==> config.mk <==
export PLATFORM = sky130hd
export DESIGN_NAME = cartridge_bank_mapper
export DESIGN_NICKNAME = d
export VERILOG_FILES = /design/src/hdl/cbm_pkg.sv /design/src/hdl/cbm_ram.sv /design/src/hdl/cartridge_bank_mapper.sv
export SDC_FILE = /design/constraint.sdc
export NUM_CORES = 1
export LEC_CHECK = 0
export BUFFER_PORTS_ARGS = -buffer_cell sky130_fd_sc_hd__clkbuf_2
export CORE_AREA = 2 2 344 380
export DETAILED_ROUTE_END_ITERATION = 16
export DIE_AREA = 0 0 346 382
export HOLD_SLACK_MARGIN = 0.06
export PLACE_DENSITY_LB_ADDON = 0.08
export SYNTH_ARGS = -nofsm -noshare
export SYNTH_HDL_FRONTEND = slang
export SYNTH_HIERARCHICAL = 1
export SYNTH_SLANG_ARGS = --single-unit
==> constraint.sdc <==
create_clock -name i_clk -period 3 [get_ports i_clk]
set_input_delay 0.3 -clock i_clk [delete_from_list [all_inputs] [get_ports i_clk]]
set_output_delay 0.3 -clock i_clk [all_outputs]
set_load 0.01 [all_outputs]
==> src/hdl/cbm_pkg.sv <==
package cbm_pkg;

    localparam logic [1:0] FUNC_CPU_RD = 2'd0;
    localparam logic [1:0] FUNC_CPU_WR = 2'd1;
    localparam logic [1:0] FUNC_PPU_RD = 2'd2;

    localparam logic [2:0] TGT_OPEN = 3'd0;
    localparam logic [2:0] TGT_PRG  = 3'd1;
    localparam logic [2:0] TGT_RAM  = 3'd2;
    localparam logic [2:0] TGT_CHR  = 3'd3;
    localparam logic [2:0] TGT_NT   = 3'd4;

    localparam logic [1:0] CFG_VARIANT  = 2'd0;
    localparam logic [1:0] CFG_PRG_MASK = 2'd1;
    localparam logic [1:0] CFG_CHR_MASK = 2'd2;

    localparam logic [11:0] REG_PAGE  = 12'h7EF;
    localparam logic [7:0]  RAM_PAGE  = 8'h7F;
    localparam logic [3:0]  REG_MIRROR = 4'h6;
    localparam logic [3:0]  REG_PRG0_A = 4'hA;
    localparam logic [3:0]  REG_PRG0_B = 4'hB;
    localparam logic [3:0]  REG_PRG1_A = 4'hC;
    localparam logic [3:0]  REG_PRG1_B = 4'hD;
    localparam logic [3:0]  REG_PRG2_A = 4'hE;
    localparam logic [3:0]  REG_PRG2_B = 4'hF;
    localparam logic [3:0]  REG_CHR_LAST = 4'h5;

    localparam logic [7:0] PRG_FIXED_BANK = 8'hFF;
    localparam logic [7:0] PRG0_RESET = 8'h00;
    localparam logic [7:0] PRG1_RESET = 8'h01;
    localparam logic [7:0] PRG2_RESET = 8'hFE;

    typedef struct packed {
        logic [1:0]  func;
        logic [15:0] address;
        logic [7:0]  write_data;
    } t_in_item;

    typedef struct packed {
        logic [2:0]  target;
        logic [20:0] rom_address;
        logic [10:0] nametable_address;
        logic [7:0]  read_data;
    } t_out_item;

endpackage

==> src/hdl/cbm_ram.sv <==
module cbm_ram #(
    parameter int DEPTH = 128
) (
    input  logic                     i_clk,
    input  logic                     i_rst_n,
    input  logic                     i_en,
    input  logic                     i_we,
    input  logic [$clog2(DEPTH)-1:0] i_addr,
    input  logic [7:0]               i_wdata,
    output logic [7:0]               o_rdata
);

    // Entries that were never written read as zero through their valid bits.
    logic [7:0]       r_mem [DEPTH];
    logic [7:0]       r_rdata;
    logic [DEPTH-1:0] r_valid;
    logic             r_valid_q;

    always_ff @(posedge i_clk) begin
        if (i_en) begin
            r_rdata <= r_mem[i_addr];
        end
        if (i_en && i_we) begin
            r_mem[i_addr] <= i_wdata;
        end
    end

    always_ff @(posedge i_clk) begin
        if (!i_rst_n) begin
            r_valid   <= '0;
            r_valid_q <= 1'b0;
        end else begin
            if (i_en) begin
                r_valid_q <= r_valid[i_addr];
            end
            if (i_en && i_we) begin
                r_valid[i_addr] <= 1'b1;
            end
        end
    end

    assign o_rdata = r_valid_q ? r_rdata : 8'd0;

endmodule

==> src/hdl/cartridge_bank_mapper.sv <==
// Cartridge bank mapper: translates one CPU or PPU bus access per item.
// The input channel carries the access kind, the address and the write byte.
// The output channel returns the target, the banked ROM address, the
// nametable address and, for CPU reads of 0x7F00-0x7FFF, the RAM byte.
// Items are registered at the edge that accepts them; without stalls a new
// item can be accepted in every cycle, so throughput is one item per cycle.
// The internal RAM is a single-port synchronous memory with a registered read;
// a write in one cycle is seen by a read in the next, so no interlock exists.
// Bank registers are updated at the edge that accepts a register write.
// Configuration is written through a plain write port; the user must write it
// only while the block is idle; the block does not enforce it. Reset restores
// the default bank registers and masks, and clears one valid bit per RAM entry
// at once, so the RAM reads as zero after reset. When the receiver stalls, the
// output register holds its item and input is accepted only once it has left.
module cartridge_bank_mapper #(
    parameter int RAM_DEPTH = 128
) (
    input  logic               i_clk,
    input  logic               i_rst_n,
    input  logic               i_in_valid,
    output logic               o_in_ready,
    input  cbm_pkg::t_in_item  i_in_item,
    output logic               o_out_valid,
    input  logic               i_out_ready,
    output cbm_pkg::t_out_item o_out_item,
    input  logic               i_cfg_we,
    input  logic [1:0]         i_cfg_index,
    input  logic [7:0]         i_cfg_wdata
);

    localparam int IDX_W = $clog2(RAM_DEPTH);

    logic       r_variant;
    logic [7:0] r_prg_mask;
    logic [7:0] r_chr_mask;
    logic [7:0] r_prg_bank [3];
    logic [7:0] r_chr_bank [6];
    logic       r_mirror_v;

    logic               r_out_valid;
    cbm_pkg::t_out_item r_out;
    logic               r_ram_read;

    logic               accept;
    logic               reg_wr;
    logic               ram_hit;
    logic               ram_we;
    logic [7:0]         ram_rdata;
    logic [13:0]        pa;
    logic [7:0]         prg_bank;
    logic [7:0]         chr_bank;
    logic               page;
    cbm_pkg::t_out_item n_out;

    assign o_in_ready = !r_out_valid || i_out_ready;
    assign accept     = i_in_valid && o_in_ready;

    assign reg_wr  = (i_in_item.func == cbm_pkg::FUNC_CPU_WR)
                     && (i_in_item.address[15:4] == cbm_pkg::REG_PAGE);
    assign ram_hit = ((i_in_item.func == cbm_pkg::FUNC_CPU_RD)
                      || (i_in_item.func == cbm_pkg::FUNC_CPU_WR))
                     && (i_in_item.address[15:8] == cbm_pkg::RAM_PAGE);
    assign ram_we  = ram_hit && (i_in_item.func == cbm_pkg::FUNC_CPU_WR);
    assign pa      = i_in_item.address[13:0];

    always_comb begin
        if (i_in_item.address[14:13] == 2'd3) begin
            prg_bank = cbm_pkg::PRG_FIXED_BANK;
        end else begin
            prg_bank = r_prg_bank[i_in_item.address[14:13]];
        end
        prg_bank = prg_bank & r_prg_mask;

        if (!pa[12]) begin
            chr_bank = {r_chr_bank[{2'b00, pa[11]}][7:1], pa[10]};
        end else begin
            chr_bank = r_chr_bank[3'd2 + {1'b0, pa[11:10]}];
        end
        chr_bank = chr_bank & r_chr_mask;

        if (r_variant) begin
            page = r_chr_bank[{2'b00, pa[11]}][7];
        end else if (r_mirror_v) begin
            page = pa[10];
        end else begin
            page = pa[11];
        end

        n_out = '0;
        unique case (i_in_item.func)
            cbm_pkg::FUNC_CPU_RD, cbm_pkg::FUNC_CPU_WR: begin
                if (i_in_item.address[15]) begin
                    n_out.target      = cbm_pkg::TGT_PRG;
                    n_out.rom_address = {prg_bank, i_in_item.address[12:0]};
                end else if (ram_hit) begin
                    n_out.target = cbm_pkg::TGT_RAM;
                end
            end
            cbm_pkg::FUNC_PPU_RD: begin
                if (!pa[13]) begin
                    n_out.target      = cbm_pkg::TGT_CHR;
                    n_out.rom_address = {3'd0, chr_bank, pa[9:0]};
                end else begin
                    n_out.target            = cbm_pkg::TGT_NT;
                    n_out.nametable_address = {page, pa[9:0]};
                end
            end
            default: begin
                n_out = '0;
            end
        endcase
    end

    cbm_ram #(
        .DEPTH(RAM_DEPTH)
    ) u_ram (
        .i_clk   (i_clk),
        .i_rst_n (i_rst_n),
        .i_en    (accept),
        .i_we    (ram_we),
        .i_addr  (i_in_item.address[IDX_W-1:0]),
        .i_wdata (i_in_item.write_data),
        .o_rdata (ram_rdata)
    );

    always_ff @(posedge i_clk) begin
        if (!i_rst_n) begin
            r_variant     <= 1'b0;
            r_prg_mask    <= 8'hFF;
            r_chr_mask    <= 8'hFF;
            r_prg_bank[0] <= cbm_pkg::PRG0_RESET;
            r_prg_bank[1] <= cbm_pkg::PRG1_RESET;
            r_prg_bank[2] <= cbm_pkg::PRG2_RESET;
            for (int i = 0; i < 6; i++) begin
                r_chr_bank[i] <= 8'd0;
            end
            r_mirror_v    <= 1'b0;
            r_out_valid   <= 1'b0;
            r_ram_read    <= 1'b0;
        end else begin
            if (i_cfg_we) begin
                unique case (i_cfg_index)
                    cbm_pkg::CFG_VARIANT:  r_variant  <= i_cfg_wdata[0];
                    cbm_pkg::CFG_PRG_MASK: r_prg_mask <= i_cfg_wdata;
                    cbm_pkg::CFG_CHR_MASK: r_chr_mask <= i_cfg_wdata;
                    default: begin
                    end
                endcase
            end
            if (accept && reg_wr) begin
                priority if (i_in_item.address[3:0] <= cbm_pkg::REG_CHR_LAST) begin
                    r_chr_bank[i_in_item.address[2:0]] <= i_in_item.write_data;
                end else if (i_in_item.address[3:0] == cbm_pkg::REG_MIRROR) begin
                    r_mirror_v <= i_in_item.write_data[0];
                end else if (i_in_item.address[3:0] == cbm_pkg::REG_PRG0_A
                             || i_in_item.address[3:0] == cbm_pkg::REG_PRG0_B) begin
                    r_prg_bank[0] <= i_in_item.write_data;
                end else if (i_in_item.address[3:0] == cbm_pkg::REG_PRG1_A
                             || i_in_item.address[3:0] == cbm_pkg::REG_PRG1_B) begin
                    r_prg_bank[1] <= i_in_item.write_data;
                end else if (i_in_item.address[3:0] == cbm_pkg::REG_PRG2_A
                             || i_in_item.address[3:0] == cbm_pkg::REG_PRG2_B) begin
                    r_prg_bank[2] <= i_in_item.write_data;
                end else begin
                end
            end
            if (accept) begin
                r_out_valid <= 1'b1;
                r_ram_read  <= ram_hit && !ram_we;
            end else if (i_out_ready) begin
                r_out_valid <= 1'b0;
            end
        end
    end

    always_ff @(posedge i_clk) begin
        if (accept) begin
            r_out <= n_out;
        end
    end

    assign o_out_valid                  = r_out_valid;
    assign o_out_item.target            = r_out.target;
    assign o_out_item.rom_address       = r_out.rom_address;
    assign o_out_item.nametable_address = r_out.nametable_address;
    assign o_out_item.read_data         = r_ram_read ? ram_rdata : 8'd0;

endmodule
# Word-level counts from Yosys, hierarchy flattened
# Memory sizes are Yosys's and may differ from the RTL's. A register that Yosys moved wholly into a read port is not among the register bits.
# Index checks and enable logic that the tools add are counted.
# W data, S select, Z words.
[totals]
ff_bits = 184
mem_bits_rw = 1096
in_bits = 41
out_inout_bits = 45
elab_cells = 116
n_memories = 3
[classes]
add_sub_neg = 1
order_cmp = 3
eq_ne = 14
muxes = 52
n_bitwise = 7
n_reduce_logical = 25
[mem_list]
columns = ["memory", "words", "word_bits", "rd", "rd_ports_with_merged_regs", "wr", "line_no", "source"]
rows = [
  ["u_ram.r_mem", 128, 8, 1, 1, 1, "cbm_ram.sv:14", "logic [7:0] r_mem [DEPTH];"],
  ["r_chr_bank", 6, 8, 2, 0, 6, "cartridge_bank_mapper.sv:37", "logic [7:0] r_chr_bank [6];"],
  ["r_prg_bank", 3, 8, 1, 0, 3, "cartridge_bank_mapper.sv:36", "logic [7:0] r_prg_bank [3];"],
]
[ops]
columns = ["cell", "n"]
rows = [
  ["$or A128 B128 Y128", 1],
  ["$mux W8", 8],
  ["$pmux W24 S2", 1],
  ["$mux W1", 35],
  ["$eq A4 B4 Y1 const B", 6],
  ["$mux W21", 1],
  ["$mux W18", 1],
  ["$and A8 B8 Y8", 2],
  ["$eq A12 B11 Y1 const B", 1],
  ["$eq A8 B7 Y1 const B", 1],
  ["$logic_and A1 B1 Y1", 8],
  ["$lt A7 B8 Y1 const B", 1],
  ["$reduce_and A2 Y1", 4],
  ["$reduce_or A8 Y1", 1],
  ["$bmux W1 S7", 1],
  ["$demux W1 S7", 1],
  ["$ge A7 B1 Y1 const B", 1],
  ["$eq A2 B2 Y1 const B", 3],
  ["$mux W3", 2],
  ["$logic_or A1 B1 Y1", 5],
  ["$eq A2 B1 Y1 const B", 2],
  ["$eq A4 B3 Y1 const B", 1],
  ["$le A4 B3 Y1 const B", 1],
  ["$logic_not A2 Y1", 2],
  ["8 further kinds", 12],
]

# Longest topological paths before layout
# Gate-level depths: netlist of the first run.
[depth]
depth_word = 11
ltp_mapped = 11
ltp_nobuf = 8

# By module
# Netlist of the first run, hierarchy kept.
[modules_own_cells]
columns = ["mod", "n_inst", "cells_per_inst", "area_each_um2", "seq_area_each_um2"]
rows = [
  ["cbm_ram", 1, 2693, 45354.7, 33572.2],
  ["cartridge_bank_mapper", 1, 456, 5562.8, 3553.4],
]

# Least setup slack after synthesis of the first run
# Ideal clock, no wire load.
[synth_timing]
path_kind = "register -> register"
from = "register r_out_valid (netlist: o_out_valid)"
to = "memory u_ram.r_mem[101][0] (enable)"
setup_time_ns = 0.374
arrival_time_ns = 2.546
required_time_ns = 2.626
path_slack_ns = 0.080
stages_incl_launch_ff = 9
path_buffers = 3
period_less_slack_ns = 2.920
cell_sequence = "dfxtp_1 > nand2b_1 > and2_1 > buf_2 > and2_1 > clkbuf_1 > nand3_1 > buf_2 > nor2_1"
[synth_between]
elab_chain_len = 6
[synth_rtl]
columns = ["item", "line_no", "source"]
rows = [
  ["start: declaration", "cartridge_bank_mapper.sv:40", "logic r_out_valid;"],
  ["start signal: assignment", "cartridge_bank_mapper.sv:138", "r_out_valid <= 1'b0;"],
  ["start signal: assignment", "cartridge_bank_mapper.sv:168", "r_out_valid <= 1'b1;"],
  ["start signal: assignment", "cartridge_bank_mapper.sv:171", "r_out_valid <= 1'b0;"],
  ["$logic_not A1 Y1", "cartridge_bank_mapper.sv:55", "assign o_in_ready = !r_out_valid || i_out_ready;"],
  ["$logic_or A1 B1 Y1", "cartridge_bank_mapper.sv:55", ""],
  ["via o_in_ready", "cartridge_bank_mapper.sv:21", "output logic o_in_ready,"],
  ["$logic_and A1 B1 Y1", "cartridge_bank_mapper.sv:56", "assign accept = i_in_valid && o_in_ready;"],
  ["via accept", "cartridge_bank_mapper.sv:44", "logic accept;"],
  ["$logic_and A1 B1 Y1", "cbm_ram.sv:23", "if (i_en && i_we) begin"],
  ["$mux W1", "cbm_ram.sv:23", ""],
  ["$mux W1 (implied by the code)", "cbm_ram.sv:24", "r_mem[i_addr] <= i_wdata;"],
  ["end: declaration", "cbm_ram.sv:14", ""],
]
# The timed path passes the listed nets, and every way through them passes these cells.

==> results of run 1 <==
path summary, 6_finish.rpt:
check                startpoint            endpoint  slack [ns]  cells after the start
max reg2reg  u_ram/r_mem[15][0]    u_ram/r_rdata[0]        0.23                      7
min reg2reg   u_ram/r_valid[70]   u_ram/r_valid[70]        0.46                      1
min                i_in_item[3]  u_ram/r_mem[76][3]        0.08                      1
max          u_ram/r_mem[15][0]    u_ram/r_rdata[0]        0.23                      7
cell usage in the layout, fill, tap and decap left out, types with 21 or more instances in the layout:
cell	synthesis	routed
buf_12	0	59
nand3_1	44	44
clkinv_2	0	28
and2_1	34	30
dlygate4sd3_1	0	33
mux2i_1	179	179
a221oi_1	108	108
clkbuf_1	93	23
nor3_1	44	44
o221ai_1	22	22
mux4_2	79	79
clkbuf_16	0	141
o21ai_0	53	53
dfxtp_1	149	149
a21oi_1	55	55
clkbuf_2	0	73
o22ai_1	65	65
o21a_1	130	130
a22oi_1	85	85
buf_4	30	434
nand2_1	170	170
nor2b_1	27	21
a22o_1	24	24
mux2_1	21	21
a221o_1	22	22
nor2_1	203	200
edfxtp_1	1137	1137
mux2_2	66	66
flip-flops by register name, summed over array words and instances (netlist names), 8 cells and up:
| name | cells |
|---|---|
| o_out_item | 35 |
| r_chr_bank | 46 |
| r_prg_mask | 8 |
| u_ram/r_mem | 1024 |
| u_ram/r_valid | 128 |
| r_chr_mask | 8 |
| r_prg_bank | 24 |
| u_ram/r_rdata | 8 |
power groups by stage:
stage                     logic, mW  registers (mW)  clock network (mW)
final                          2.69            19.6                17.3
after global placement         2.61            20.0                   0
after global routing           2.78            19.6                18.3
after floorplan                1.11            20.0                   0
after CTS                      2.66            19.6                17.6
after detailed placement       2.62            20.0                   0
layout make-up:
| class | instances | area share |
|---|---|---|
| multi-input cells | 1628 | 0.204 |
| well taps | 1680 | 0.0341 |
| diodes | 5 | 0.000203 |
| inverters | 9 | 0.000568 |
| repair buffers | 603 | 0.0841 |
| flip-flops and latches | 1286 | 0.602 |
| clock inverters | 81 | 0.0135 |
| clock buffers | 177 | 0.0615 |
cell families (layout without fill, tap and decap cells):
family | after synthesis | in the layout | synth area share
other | 0 | 5 | 0
DFF | 1286 | 1286 | 0.729
AOI/OAI and AO/OA | 677 | 677 | 0.100
buffers and inverters | 235 | 870 | 0.0248
muxes | 345 | 345 | 0.0894
and+or+nand+nor | 606 | 606 | 0.0564
worst max-delay path: cells and delay by family (launching register included):
family	cells	cell delay, ns
mux	1	0.27
compound gates	5	1.65
buf+inv	1	0.23
flops	1	0.37
what timing repair did:
item                                    4_1_cts  5_1_grt
setup buffers                                 0        0
endpoints found under the setup margin        0        1
hold buffers                                 33        0
gates resized for setup                       0        1
endpoints found under the hold margin        74        0
layer usage:
metal	vias to the layer above	track usage
li1	13600	-
met1	16900	0.367
met2	1709	0.425
met3	358	0.0446
met4	2	0.114
met5	-	0
==> impl_metrics.json, run 1 <==
{
  "outcome": "complete, no violations",
  "numPortBuffers": 85,
  "switching_share": 0.228,
  "dr.pass1.iters": 5,
  "initial_core_util": 0.397,
  "total_power_mw": 39.6,
  "relSlewSlack": 0.245,
  "vdd_drop_max_mv": 0.529,
  "worst_slack_ns": 0.229,
  "fp.coreArea_sq_um": 128000,
  "design_area_sq_um": 61700,
  "crit_slowest_cell": "a2111oi_1",
  "placementRows": 138,
  "dpl-instance-area_sq_um": 56700,
  "fin_nets": 3708,
  "powerDensity_nw_per_um2": 641,
  "routed_wl_mm": 179,
  "clk_latency_ns": 0.78,
  "post_route_cells_drive_above_1_share": 0.258,
  "setup_viol": 0,
  "synth_top_area_share": 0.671,
  "instances_no_fill": 5469,
  "hold_class": "in -> reg",
  "post_drt_via_cell_ratio": 5.95,
  "dieArea_sq_um": 132000,
  "max-cap-violations": 0,
  "hold_viol_final": 0,
  "fin_crit_ns": 2.77,
  "yosysWarnings": 6,
  "wl_met2_mm": 83.4,
  "grtUsageTotal": 0.268,
  "async_reset_ff_frac": 0,
  "pwr-share-comb": 0.068,
  "slowest_delay_ns": 0.88,
  "syn_nets": 3190,
  "routedWlPerCell_microns": 32.7,
  "avgSynthCellArea_sq_um": 16.2,
  "synth-seq-cells": 1286,
  "grt_pass1_vias": 32100,
  "synth_most_common_cell": "edfxtp_1",
  "cp.arrival_ns": 3.30,
  "regArea_sq_um": 37100,
  "drt.antenna.violating_nets": 0,
  "clock-sinks": 1286,
  "p_int_mw": 30.5,
  "p_leak_nw": 21.3,
  "clk_path_buf_depth": 3,
  "multi_input_area_sq_um": 12600,
  "clkSlewWorstSetupHoldPaths_ns": 0.07,
  "tns_ns": 0,
  "die_height_microns": 382,
  "routed-via-count": 32600,
  "slew_violations": 0,
  "start_kind": "register",
  "synth.cell_area_sq_um": 50900,
  "fin_skew_ns": 0.0274,
  "critPathRequiredTime_ns": 3.53,
  "holdWs_ns": 0.0843,
  "pre_cts_slack_ns": -0.525,
  "yosysTopAreaCell": "edfxtp_1",
  "dp_hpwl_mm": 119,
  "top_layer": "met5",
  "rsz0062_at_grt": "no",
  "crit_type": "reg -> reg",
  "synth.distinct_cells": 84,
  "synthTopCellsByCount": "edfxtp_1, nor2_1, mux2i_1, nand2_1, dfxtp_1",
  "finalWeightedCongestion": 0.907,
  "endpoint_kind": "register",
  "timing.final.crit_share": 0.924,
  "fill_cells": 11000,
  "dp_cells": 5173,
  "grt_pass1_wl_mm": 250,
  "critPathMaxFanout": 1,
  "postSynthCellCount": 3149,
  "wl_met3_mm": 13.7,
  "switching_power_mw": 9.02,
  "drc": 0,
  "pwr-share-clk": 0.437,
  "drt_iter0_drc": 3879,
  "synthToLayoutAreaGrowth_pct": 21.2,
  "synth-edff-count": 1137,
  "root_buffer": "clkbuf_16",
  "seq_area_frac_synth": 0.729,
  "die_w_microns": 346,
  "clock.fmax_mhz": 361,
  "met1_length_mm": 74.3,
  "grt_max_degree": 113,
  "max_slew.worst_pin.slew_ns": 1.13,
  "fin_util": 0.482,
  "seq_power_share": 0.495,
  "synthFlopType": "edfxtp_1",
  "gr-total-overflow": 0,
  "cts_made_buffers": 139,
  "io_pins": 86,
  "cts_tree": "built",
  "antenna_found_initial": 6,
  "synthTopCellsByArea": "edfxtp_1, dfxtp_1, mux2i_1, mux4_2, o21a_1",
  "ctsHtreeMaxLevel": 4,
  "worstPathCellList": "mux2_2 -> a221oi_1 -> o221ai_1 -> a2111oi_1 -> buf_4 -> a311oi_1 -> a311o_1"
}
No activity file was read; power rests on OpenSTA's default activity.
==> run 2, diff against run 1 <==
==> constraint.sdc (replaced) <==
create_clock -name i_clk -period 3.15 [get_ports i_clk]
set_input_delay 0.315 -clock i_clk [delete_from_list [all_inputs] [get_ports i_clk]]
set_output_delay 0.315 -clock i_clk [all_outputs]
set_load 0.01 [all_outputs]
==> impl_metrics.json, run 2 (synthesized netlist as in run 1, its figures left out) <==
{
  "critPathBufInv": 6,
  "worstPathCellList": "dlygate4sd3_1 -> clkbuf_2 -> nand4_1 -> nor3_4 -> dlygate4sd3_1 -> nand2_1 -> nor2_1 -> and2_1 -> buf_4 -> nand3_1 -> buf_4 -> nor2_1 -> buf_4",
  "holdPathStages": 1,
  "hold_class": "in -> reg",
  "post_drt_via_cell_ratio": 5.97,
  "worst_slack_ns": 0.158,
  "clock.fmax_mhz": 334,
  "dpl-instance-area_sq_um": 56400,
  "initial_core_util": 0.397,
  "drc": 0,
  "ctsHtreeMaxLevel": 4,
  "die_height_microns": 382,
  "fin_nets": 3683,
  "outcome": "complete, no violations",
  "final_cell_mix": "edfxtp_1, buf_4, nor2_1",
  "numPortBuffers": 85,
  "routedWlPerCell_microns": 33.1,
  "clkSlewWorstSetupHoldPaths_ns": 0.06,
  "grtUsageTotal": 0.270,
  "post_cts_buffers": 0,
  "vdd_drop_max_mv": 0.542,
  "critPathMaxFanout": 10,
  "clk_latency_ns": 0.78,
  "gr-total-overflow": 0,
  "crit_type": "in -> reg",
  "relSlewSlack": 0.377,
  "crit_slowest_cell": "dlygate4sd3_1",
  "total_power_mw": 37.8,
  "fin_crit_ns": 2.99,
  "drt.antenna.violating_nets": 0,
  "placementRows": 138,
  "largest_register_ffs": 1024,
  "timing.final.crit_share": 0.950,
  "ctsHoldBuffers": 28,
  "synthToLayoutAreaGrowth_pct": 20.5,
  "dp_hpwl_mm": 121,
  "setup_viol": 0,
  "fin_util": 0.479,
  "max_slew.worst_pin.slew_ns": 0.930,
  "cp.arrival_ns": 3.46,
  "regArea_sq_um": 37100,
  "max-cap-violations": 0,
  "top_regs": "u_ram/r_mem x1024, u_ram/r_valid x128, r_chr_bank x46",
  "post_route_cells_drive_above_1_share": 0.251,
  "cts_tree": "built",
  "rr_worst_depth": 7,
  "grt_pass1_vias": 32200,
  "clock-sinks": 1286,
  "die_w_microns": 346,
  "dieArea_sq_um": 132000,
  "routed_wl_mm": 180,
  "dr.pass1.iters": 5,
  "finalWeightedCongestion": 0.911,
  "regMostFlops": "u_ram/r_mem",
  "grt_pass1_wl_mm": 252,
  "cp.depth": 13,
  "cp_top_family": "buffers and inverters",
  "grt_max_degree": 101,
  "drt_iter0_drc": 3936,
  "fp.coreArea_sq_um": 128000,
  "fin_skew_ns": 0.0289,
  "antenna_found_initial": 3,
  "root_buffer": "clkbuf_16",
  "routed-via-count": 32500,
  "slew_violations": 0,
  "fill_cells": 11000,
  "clk_path_buf_depth": 3,
  "cts_made_buffers": 140,
  "p_leak_nw": 21.1,
  "slowest_delay_ns": 0.59,
  "holdWs_ns": 0.0894,
  "design_area_sq_um": 61400,
  "start_kind": "input port",
  "hold_viol_final": 0,
  "endpoint_kind": "register",
  "ctsResizeCount": 0,
  "pre_cts_slack_ns": -0.101,
  "layout_commonest_cell": "edfxtp_1",
  "rsz0062_at_grt": "no",
  "powerDensity_nw_per_um2": 617,
  "critPathRequiredTime_ns": 3.61,
  "multi_input_area_sq_um": 12600,
  "io_pins": 86,
  "crit_top_cell": "buf_4"
}
-- run 2: through the flow --
step	cells	TNS, ns
after global placement	5152	-0.309
after CTS	5437	0
final	5439	0
after floorplan	3149	0
after global routing	5437	0
after detailed placement	5152	-0.201
-- run 2: per-layer routing --
metal | vias to the layer above | GRT usage | part of all wire
met5 | - | 0 | 0.00014
met4 | 4 | 0.0979 | 0.036
met3 | 294 | 0.0477 | 0.075
met2 | 1599 | 0.436 | 0.47
met1 | 17000 | 0.367 | 0.42
li1 | 13600 | - | -
-- run 2: final timing paths --
check                startpoint                   to  slack, ns
max               i_in_item[17]  u_ram/r_mem[109][6]       0.16
min                i_in_item[1]   u_ram/r_mem[75][1]       0.09
max reg2reg  u_ram/r_mem[22][0]     u_ram/r_rdata[0]       0.44
min reg2reg   u_ram/r_valid[70]    u_ram/r_valid[70]       0.46
-- run 2: final cells by class --
class | count | share of cell area
Inverter | 9 | 0.000571
Timing Repair Buffer | 577 | 0.0790
Tap cell | 1680 | 0.0343
Antenna cell | 2 | 0.0000816
Multi-Input combinational cell | 1628 | 0.205
Clock buffer | 196 | 0.0647
Sequential cell | 1286 | 0.605
Clock inverter | 61 | 0.0111
-- run 2: where the power goes --
group / leakage (nW) / internal [mW] / switching [mW]
Clock: 2.26 / 9.88 / 6.79
Sequential: 11.5 / 18.6 / 0.0370
Combinational: 7.32 / 0.838 / 1.67
-- run 2: worst register-to-register path, cell delays in order, from the launching register on --
cell and delay, ns:
edfxtp_1 0.35, mux2_1 0.32, a221oi_1 0.38, nor3_1 0.13
a2111oi_0 0.60, buf_4 0.21, a311oi_1 0.09, a311o_1 0.37
